File: config.mk
export PLATFORM = sky130hd
export DESIGN_NAME = motion_command_line_parser_unit
export DESIGN_NICKNAME = d
export VERILOG_FILES = /design/src/hw/rtl/mclp_pkg.sv /design/src/hw/rtl/motion_command_line_parser_unit.sv
export SDC_FILE = /design/constraint.sdc
export NUM_CORES = 1
export LEC_CHECK = 0
export ABC_AREA = 1
export BUFFER_PORTS_ARGS = -buffer_cell sky130_fd_sc_hd__buf_2
export CAP_MARGIN = 20
export CORE_MARGIN = 3
export CORE_UTILIZATION = 56
export CTS_CLUSTER_DIAMETER = 200
export DETAILED_ROUTE_END_ITERATION = 16
export PLACE_DENSITY = 0.77
export SYNTH_ARGS = -nofsm -noshare
export SYNTH_HDL_FRONTEND = slang
export SYNTH_SLANG_ARGS = --single-unit
File: constraint.sdc
create_clock -name clk_i -period 3.19 [get_ports clk_i]
set_input_delay 0.1595 -clock clk_i [delete_from_list [all_inputs] [get_ports clk_i]]
set_output_delay 0.1595 -clock clk_i [all_outputs]
set_load 0.02 [all_outputs]
File: src/hw/rtl/mclp_pkg.sv
// ----------------------------------------------------------------------------
// Motion command line parser package
// Character codes, direction codes and the letter decoder shared by the parser.
// ----------------------------------------------------------------------------
package mclp_pkg;

  localparam int unsigned LineLengthDefault = 8;

  localparam logic [7:0] ChCr   = 8'h0D;
  localparam logic [7:0] ChLf   = 8'h0A;
  localparam logic [7:0] ChZero = 8'h30;
  localparam logic [7:0] ChNine = 8'h39;
  localparam logic [7:0] ChF    = 8'h46;
  localparam logic [7:0] ChB    = 8'h42;
  localparam logic [7:0] ChL    = 8'h4C;
  localparam logic [7:0] ChR    = 8'h52;
  localparam logic [7:0] ChS    = 8'h53;

  localparam logic [11:0] SpeedMax    = 12'd255;
  localparam logic [11:0] DecimalBase = 12'd10;

  typedef enum logic [2:0] {
    DirStop     = 3'd0,
    DirForward  = 3'd1,
    DirBackward = 3'd2,
    DirLeft     = 3'd3,
    DirRight    = 3'd4
  } direction_e;

  typedef struct packed {
    logic       known;
    direction_e dir;
  } dir_decode_t;

  function automatic dir_decode_t decode_letter(logic [7:0] letter);
    dir_decode_t res;
    res.known = 1'b1;
    res.dir   = DirStop;
    unique case (letter)
      ChS:     res.dir = DirStop;
      ChF:     res.dir = DirForward;
      ChB:     res.dir = DirBackward;
      ChL:     res.dir = DirLeft;
      ChR:     res.dir = DirRight;
      default: res.known = 1'b0;
    endcase
    return res;
  endfunction

endpackage

File: src/hw/rtl/motion_command_line_parser_unit.sv
// ----------------------------------------------------------------------------
// Motion command line parser
// Collects received characters into a line and turns each complete command
// line into a direction and a decimal speed.
// ----------------------------------------------------------------------------
//
//  Channel | Handshake                      | Payload
//  --------+--------------------------------+-------------------------
//  in      | in_valid_i / in_ready_o        | rx_byte_i[7:0]
//  out     | out_valid_o / out_ready_i      | direction_o[2:0], speed_o[7:0]
//
// One word is taken in every cycle the input is not stalled; the line state is
// updated as the word is accepted, and a line end loads the output register with it.
// The line state and the output register are the only storage; the digit step
// (multiply by ten, add, saturate) feeds the running speed in the line state.
// The input stalls only while a result waits in the output register and the
// sink is not ready to take it.
// Reset clears the line count, the letter, the running speed and the output valid.
//
module motion_command_line_parser_unit
  import mclp_pkg::*;
#(
  parameter int unsigned LineLength = LineLengthDefault
) (
  input  logic       clk_i,
  input  logic       rst_ni,
  input  logic       in_valid_i,
  output logic       in_ready_o,
  input  logic [7:0] rx_byte_i,
  output logic       out_valid_o,
  input  logic       out_ready_i,
  output logic [2:0] direction_o,
  output logic [7:0] speed_o
);

  localparam int unsigned CountW = $clog2(LineLength + 1);

  logic [CountW-1:0] line_count_q, line_count_d;
  logic [7:0]        first_letter_q, first_letter_d;
  logic [7:0]        running_speed_q, running_speed_d;
  logic              in_digits_q, in_digits_d;

  logic              out_valid_q, out_valid_d;
  direction_e        direction_q, direction_d;
  logic [7:0]        speed_q, speed_d;

  logic              in_accept;
  logic              is_term;
  logic              is_digit;
  logic [11:0]       speed_ext;
  dir_decode_t       dec;
  logic              emit;

  assign in_ready_o = !out_valid_q || out_ready_i;
  assign in_accept  = in_valid_i && in_ready_o;
  assign is_term    = (rx_byte_i == ChCr) || (rx_byte_i == ChLf);
  assign is_digit   = (rx_byte_i >= ChZero) && (rx_byte_i <= ChNine);
  assign dec        = decode_letter(first_letter_q);
  assign speed_ext  = 12'(running_speed_q) * DecimalBase + 12'(rx_byte_i[3:0]);

  always_comb begin
    line_count_d    = line_count_q;
    first_letter_d  = first_letter_q;
    running_speed_d = running_speed_q;
    in_digits_d     = in_digits_q;
    emit            = 1'b0;
    if (in_accept) begin
      if (is_term) begin
        // An empty line is ignored; otherwise the line ends here.
        if (line_count_q != '0) begin
          line_count_d = '0;
          emit         = dec.known;
        end
      end else if (line_count_q >= CountW'(LineLength)) begin
        // Overlong line: the word is dropped and the line starts afresh.
        line_count_d = '0;
      end else begin
        if (line_count_q == '0) begin
          first_letter_d  = rx_byte_i;
          running_speed_d = '0;
          in_digits_d     = 1'b1;
        end else if (in_digits_q) begin
          if (is_digit) begin
            running_speed_d = (speed_ext > SpeedMax) ? 8'hFF : speed_ext[7:0];
          end else begin
            in_digits_d = 1'b0;
          end
        end
        line_count_d = line_count_q + CountW'(1);
      end
    end
  end

  always_comb begin
    out_valid_d = out_valid_q;
    direction_d = direction_q;
    speed_d     = speed_q;
    if (out_ready_i) begin
      out_valid_d = 1'b0;
    end
    if (emit) begin
      out_valid_d = 1'b1;
      direction_d = dec.dir;
      speed_d     = (dec.dir == DirStop) ? 8'd0 : running_speed_q;
    end
  end

  always_ff @(posedge clk_i or negedge rst_ni) begin
    if (!rst_ni) begin
      line_count_q    <= '0;
      first_letter_q  <= '0;
      running_speed_q <= '0;
      in_digits_q     <= 1'b1;
      out_valid_q     <= 1'b0;
    end else begin
      line_count_q    <= line_count_d;
      first_letter_q  <= first_letter_d;
      running_speed_q <= running_speed_d;
      in_digits_q     <= in_digits_d;
      out_valid_q     <= out_valid_d;
    end
  end

  always_ff @(posedge clk_i) begin
    direction_q <= direction_d;
    speed_q     <= speed_d;
  end

  assign out_valid_o = out_valid_q;
  assign direction_o = direction_q;
  assign speed_o     = speed_q;

  // The line never holds more characters than its length allows.
  assert property (@(posedge clk_i) disable iff (!rst_ni)
    line_count_q <= CountW'(LineLength))
    else $error("line count beyond line length");

  // A stop command always carries zero speed.
  assert property (@(posedge clk_i) disable iff (!rst_ni)
    out_valid_o && (direction_o == DirStop) |-> speed_o == 8'd0)
    else $error("stop result with non-zero speed");

  // A terminator on an empty line leaves no fresh result behind.
  assert property (@(posedge clk_i) disable iff (!rst_ni)
    in_accept && is_term && (line_count_q == '0) && out_ready_i |=> !out_valid_o)
    else $error("result produced for an empty line");

  // Every line end with a known letter delivers a result next cycle.
  assert property (@(posedge clk_i) disable iff (!rst_ni)
    in_accept && is_term && (line_count_q != '0) && dec.known |=> out_valid_o)
    else $error("command line end lost");

endmodule

==> summary.txt, run 1 <==
Timing
  – Final setup vio count: 0
  – Period utilization: about 81%
  – F_max: 388 MHz
  – Slew Viols, Final: 0
  – Worst slew margin: about two thirds
  – Worst Skew: roughly 0.0088 ns
  – RSZ-0062 raised after global routing: no
  – Fin. Hold Viols: 0
  – Slew @ Worst Pin: between 0.5 and 0.6 ns
  – Post-layout min period: 2.58 ns
  – Setup TNS: 0 ns

Layout
  – Antenna diode count: 0
  – Share of layout cells above drive strength 1: 14.2%
  – Area delta synth->final: 12.7%
  – Final nets: slightly above 300

Worst setup path
  – Crit-path max FO: 8
  – Critical setup path kind: register to register
  – Worst-path cell chain: ha_1 -> ha_1 -> fa_1 -> xor2_1 -> nand2_1 -> nor2_2 -> nand3_2 -> a21oi_4 -> nand3_1 -> nand2_1 -> nand2_1
  – Slack of the worst reg-to-reg path: roughly 0.61 ns
  – R2r worst-path depth: 11
  – Critical path's most frequent cell: nand2_1
  – Worst path arrival time: about 2.8 ns
  – CP endpoint kind: register
  – CP startpoint kind: register
  – Critical path required time: ~3.4 ns
  – CP max-delay cell: dfrtp_1
  – Slowest cell delay on critical path: around 0.46 ns

Yosys
  – Top cells by area, synth: dfrtp_1 26%, edfxtp_1 16%, nand2_1 11%
  – YS warnings: 0
  – Cell taking the most area after synthesis: dfrtp_1
  – Register bit total from synthesis: 33
  – Count of different cell masters after synthesis: 28
  – Post-synth EDFFs: 11
  – Post-synth ARST share: approximately 67%
  – Synthesized Nets: roughly 270
  – Syn Std Cell Area: about 2000 um2
  – Top FF cell, synth: dfrtp_1
  – Mean Syn Cell Area: roughly 8.4 um2
  – Post-synthesis cell count: about 240
  – Seq/Total Area, Yosys: a little over two fifths
  – Post-synth top area share: around 26%

Clocking
  – CTS Buf Count: 5
  – Worst skew pair latency: roughly 0.33 ns
  – CTS tree: done
  – CTS sink count: 33
  – CTS root buf: clkbuf_4
  – Clock Path Buffers: 2
  – Clk slew on worst S/H paths: approximately 0.10 ns
  – CTS Hold Bufs: 1
  – Post-CTS Setup Inserts: 0
  – H-tree depth: 2
  – PostCTS Resize Cnt: 0

Global routing
  – Vias in the first global route: between 1000 and 1500
  – Largest net degree at the start of global routing: 23
  – Total grt overflow: 0
  – Gr usage total: between 10% and 20%
  – Global-route wire length before repair: 6.24 mm
  – Initial antenna violation count: 0

Hold path
  – Hold Crit Class: input port to register
  – Hold path depth: 3

Power and ir drop
  – Tot Pwr: ~0.0012 W
  – VDD IR-drop max: 366 uV
  – Power density cells: 507 nW/um2
  – Sw frac: approximately 32%
  – Flop pwr share: between 40% and 50%
  – Leak: 1.20 nW
  – Clk pwr share: between 20% and 30%
  – Sw Pwr: around 0.00038 W
  – Internal Power: 0.000786 W
  – Combinational power share: between 20% and 30%

Placement
  – Hpwl dp: ~2.8 mm
  – PortBufs: 24
  – Gpl congestion: between 0.8 and 0.9

Floorplan
  – Num rows: 21
  – Total Die Area: about 4400 um2
  – Die Ht: around 66 um
  – Core box area: about 3400 um2
  – Initial Utilization: about three fifths
  – Ports: 25
  – Chip Width: ~66 um

Detailed routing
  – Final WL: 3.52 mm
  – DR vias: between 1500 and 2000
  – Drt pass-1 iters: 4
  – Antenna Nets Post-Route: 0
  – DR DRC count: 0
  – Iter 0 DRT Violations: 91
  – DR vias/cell: approximately 5.1
  – DR WL/cell: 11.0 um

Run
  – MaxCap Viol Count: 0

Run status
  – Status: finished clean
-- critical path: cells and delay by family, from the launching register on --
family          cells  cell delay [ns]
fa+ha+maj           3             0.98
simple gates        6             0.58
flops               1             0.46
xor+xnor            1             0.23
compound gates      1             0.22
-- registers in the layout (all words and copies together), names as in the netlist --
register and count:
direction_o 3, first_letter_q 8, in_digits_q 1, line_count_q 4, out_valid_o 1, running_speed_q 8
speed_o 8
-- cell families after synthesis --
family	share of synthesized area, %
AND/OR/NAND/NOR	27.6
buffers and inverters	7.46
flip-flops	43.4
AO/OA/AOI/OAI	6.47
adder cells (fa/ha/maj)	12.4
XOR/XNOR	2.59
-- power by group through the flow --
| stage | Sequential, W | Clock, W | Combinational, W |
|---|---|---|---|
| 2_1_floorplan | 0.000563 | 0 | 0.000241 |
| 3_3_place_gp | 0.000572 | 0 | 0.000293 |
| 3_5_place_dp | 0.000574 | 0 | 0.000296 |
| 4_1_cts | 0.000565 | 0.000308 | 0.000299 |
| 5_1_grt | 0.000578 | 0.000328 | 0.000354 |
| 6_report | 0.000566 | 0.000299 | 0.000296 |
-- layout make-up --
| cell class | instances | area [um2] |
|---|---|---|
| Fill cell | 292 | 1130 |
| Multi-Input combinational cell | 170 | 997 |
| Sequential cell | 33 | 882 |
| Inverter | 39 | 146 |
| Timing Repair Buffer | 25 | 130 |
| Tap cell | 46 | 57.6 |
| Clock buffer | 6 | 41.3 |
| Clock inverter | 2 | 33.8 |
-- cell usage after synthesis (all sizes together), types with 2 or more instances --
cell / n
nor3: 5
fa: 2
nand3: 24
xor2: 4
a21oi: 5
nand3b: 3
ha: 17
edfxtp: 11
xnor2: 2
inv: 39
nand2: 63
nand4: 4
dfrtp: 21
nor2: 21
o21ai: 16
nor4: 2
-- path summary, 6_finish.rpt --
check	start	end
min reg2reg	first_letter_q[7]	first_letter_q[7]
max in group asynchronous	rst_ni	in_digits_q
max reg2reg	running_speed_q[1]	running_speed_q[4]
max	running_speed_q[1]	running_speed_q[4]
min in group asynchronous	rst_ni	first_letter_q[6]
min	rx_byte_i[5]	first_letter_q[5]
-- through the flow --
stage	utilization [%]	instance area, um2	hold WS [ns]	setup slack, ns	std cells
after floorplan	-	2030	-0.136	0.860	243
after global routing	67.0	2290	0.0885	0.382	321
after global placement	64.5	2200	0.145	0.735	312
after detailed placement	64.5	2200	0.153	0.624	312
after CTS	67.0	2290	0.0722	0.589	321
final	67.0	2290	0.0908	0.614	321
-- metal layers --
layer / part of all wire (%) / vias up / GRT usage [%]
met5: 0 / - / 0
met4: 1.8 / 0 / 6.85
met3: 3.5 / 6 / 5.10
met2: 45 / 22 / 29.1
met1: 50 / 735 / 25.5
li1: - / 860 / -
-- cells in the final DEF, fill, tap and decap left out, types with 5 or more instances in the layout --
cell type / count
edfxtp_1: 11
dfrtp_1: 21
buf_2: 24
inv_1: 39
o21ai_0: 12
nand2_1: 61
clkbuf_4: 5
nor2_1: 19
ha_1: 17
nand3_1: 23
Power figures use the tool's default switching activity.
==> run 2: changes to the inputs <==
--- a/config.mk
+++ b/config.mk
@@ -9,10 +9,10 @@
 export BUFFER_PORTS_ARGS = -buffer_cell sky130_fd_sc_hd__buf_2
 export CAP_MARGIN = 20
 export CORE_MARGIN = 3
-export CORE_UTILIZATION = 56
+export CORE_UTILIZATION = 52
 export CTS_CLUSTER_DIAMETER = 200
 export DETAILED_ROUTE_END_ITERATION = 16
-export PLACE_DENSITY = 0.77
+export PLACE_DENSITY = 0.75
 export SYNTH_ARGS = -nofsm -noshare
 export SYNTH_HDL_FRONTEND = slang
 export SYNTH_SLANG_ARGS = --single-unit
==> constraint.sdc (replaced) <==
create_clock -name clk_i -period 2.35 [get_ports clk_i]
set_input_delay 0.1175 -clock clk_i [delete_from_list [all_inputs] [get_ports clk_i]]
set_output_delay 0.1175 -clock clk_i [all_outputs]
set_load 0.02 [all_outputs]
==> run 2 against run 1 <==
The run now ends with negative setup slack left. Count of clock-buffer cells in the layout unchanged. First-iteration DRC count decreased by 5.5%. Cell count increased by 3.1%. Critical path depth unchanged. Register-to-register slack got worse by 0.63 ns. Sequential cell count unchanged. Clock power increased by 35%. Clock skew decreased by 0.0010 ns. Non-clock buffer count increased by 8. Sequential power increased by 36%. Critical path type unchanged. Largest power group unchanged.
==> summary.txt, run 2 (synthesized netlist as in run 1, its figures left out) <==
Run status
  – Status: complete, but fails checks
  – Failing checks: negative setup slack

Detailed routing
  – DR top layer: met4
  – Final WL: 4.09 mm (+16%)
  – DR WL/cell: 12.3 um (+13%)
  – Iter 0 DRT Violations: 86 (-5.5%)
  – Routed met2 length: 2.03 mm (+28%)
  – DR vias: 1707 (+5.2%)
  – Drt pass-1 iters: 5 (+1)
  – Met1 WL: 1.83 mm (+4.7%)
  – DR vias/cell: 5.16 (+2.0%)
  – Met3 wire length: 167 um (+37%)
  – DR DRC count: 0 (unchanged)
  – Antenna Nets Post-Route: 0 (unchanged)

Timing
  – Slew @ Worst Pin: 0.485 ns (-0.0411 ns)
  – Slew Viols, Final: 0 (unchanged)
  – Final Worst Setup Slack: -0.0128 ns (-0.626 ns)
  – Fin. Hold Viols: 0 (unchanged)
  – RSZ-0062 raised after global routing: yes
  – Final setup vio count: 1 (+1)
  – Setup TNS: -0.0128 ns (-0.0128 ns)
  – Worst Skew: 0.00780 ns (-0.00104 ns)
  – Worst slew margin: 67.5% (+2.8 points)
  – Post-layout min period: 2.36 ns (-0.214 ns)
  – F_max: 423 MHz (+9.0%)
  – Period utilization: 101% (+20 points)

Layout
  – Final nets: 313 (+2.6%)
  – Most frequent cells in the layout: 59 x nand2_1, 38 x inv_1, 24 x buf_2
  – Fillers: 295 (+1.0%)
  – Commonest non-fill, non-tap cell in the layout: nand2_1
  – Finished Cell Area: 2460 um2 (+7.7%)
  – Layout Cells excl Fill: 331 (+3.1%)
  – Area delta synth->final: 21.4%
  – Share of layout cells above drive strength 1: 22.6% (+8.4 points)
  – Antenna diode count: 0 (unchanged)

Worst setup path
  – Critical path required time: 2.52 ns (-0.89 ns)
  – Worst path arrival time: 2.53 ns (-0.26 ns)
  – Crit-path max FO: 8 (unchanged)
  – CP endpoint kind: register
  – CP startpoint kind: register
  – Critical setup path kind: register to register

Floorplan
  – Total Die Area: 4690 um2 (+7.0%)
  – Num rows: 22 (+4.8%)
  – Ports: 25 (unchanged)
  – Chip Width: 68.5 um (+3.4%)
  – Die Ht: 68.5 um (+3.4%)
  – Core box area: 3720 um2 (+8.8%)
  – Initial Utilization: 54.6% (-4.8 points)

Clocking
  – CTS Buf Count: 5 (unchanged)
  – Clk slew on worst S/H paths: 0.07 ns (-0.03 ns)
  – CTS sink count: 33 (unchanged)
  – CTS root buf: clkbuf_8
  – Clock Path Buffers: 2 (unchanged)
  – H-tree depth: 2 (unchanged)
  – CTS tree: done
  – Worst skew pair latency: 0.28 ns (-0.05 ns)

Placement
  – Hpwl dp: 3.06 mm (+8.9%)
  – Placed instance count: 320 (+2.6%)
  – Gpl congestion: 0.807 (-7.1%)
  – Dpl cell area: 2250 um2 (+2.2%)
  – PortBufs: 24 (unchanged)

Hold path
  – Hold Crit Class: input port to register

Global routing
  – Largest net degree at the start of global routing: 23 (unchanged)
  – Total grt overflow: 0 (unchanged)
  – Vias in the first global route: 1527 (+6.2%)
  – Gr usage total: 18.6% (-0.30 points)
  – Initial antenna violation count: 0 (unchanged)
  – Global-route wire length before repair: 6.51 mm (+4.4%)

Run
  – MaxCap Viol Count: 0 (unchanged)

Power and ir drop
  – Leak: 1.25 nW (+4.2%)
  – Power density cells: 657 nW/um2 (+29%)
  – VDD IR-drop max: 414 uV (+13%)
run 2: cell types whose count changed in the layout (fill, tap and decap cells not counted), sizes merged:
cell / previous run / this run
bufinv: 1 / 0
buf: 24 / 32
clkinv: 1 / 2
run 2: repair_timing:
| action | in CTS | in global routing |
|---|---|---|
| hold buffers | 1 | 0 |
| hold endpoints to repair | 21 | 0 |
| endpoints found under the setup margin | 8 | 8 |
| pin swaps | 6 | 8 |
| resized for setup | 6 | 13 |
| setup buffers | 0 | 2 |
run 2: layout make-up:
cell class / count / area, um2 / area share (%)
Timing Repair Buffer: 33 / 190 / 7.72
Tap cell: 48 / 60.1 / 2.44
Clock inverter: 2 / 10.0 / 0.406
Sequential cell: 33 / 883 / 35.8
Inverter: 39 / 146 / 5.94
Multi-Input combinational cell: 170 / 1100 / 44.7
Clock buffer: 6 / 72.6 / 2.94
run 2: final timing paths:
kind / start / endpoint / slack, ns / depth (start not counted)
setup / recovery: running_speed_q[3] / running_speed_q[3] / -0.01 / 11
hold / removal: rx_byte_i[7] / first_letter_q[7] / 0.08 / 3
setup reg to reg: running_speed_q[3] / running_speed_q[3] / -0.01 / 11
hold reg to reg: first_letter_q[7] / first_letter_q[7] / 0.48 / 2
max in group asynchronous: rst_ni / running_speed_q[2] / 1.65 / 2
min in group asynchronous: rst_ni / first_letter_q[5] / 0.34 / 2
run 2: layer usage:
metal / vias up / global-route usage, %
met4: 0 / 5.96
met1: 792 / 22.6
met2: 39 / 32.8
met5: - / 0
li1: 869 / -
met3: 7 / 3.89
run 2: critical path, stage by stage (launching register included):
cell	delay, ns
dfrtp_1	0.41
ha_4	0.26
ha_4	0.16
fa_2	0.39
xor2_4	0.21
nand2_2	0.09
nor2_4	0.12
nand3_2	0.09
a21oi_4	0.26
nand3_1	0.13
nand2_1	0.08
nand2_1	0.06
run 2: where the power goes:
| group | internal [W] | total, W | switching, W |
|---|---|---|---|
| Combinational | 0.000166 | 0.000443 | 0.000277 |
| Clock | 0.000205 | 0.000403 | 0.000198 |
| Sequential | 0.000699 | 0.000772 | 0.0000738 |
run 2: metrics by stage:
step                power (W)  setup slack (ns)  hold WS (ns)  util [%]
floorplan             0.00109            0.0195        -0.178         -
global placement      0.00118           -0.0174         0.105      60.6
detailed placement    0.00120            -0.112         0.114      60.6
CTS                   0.00162            0.0480        0.0832      64.3
global route          0.00173            -0.127         0.106      66.3
finish                0.00162           -0.0128        0.0829      66.3
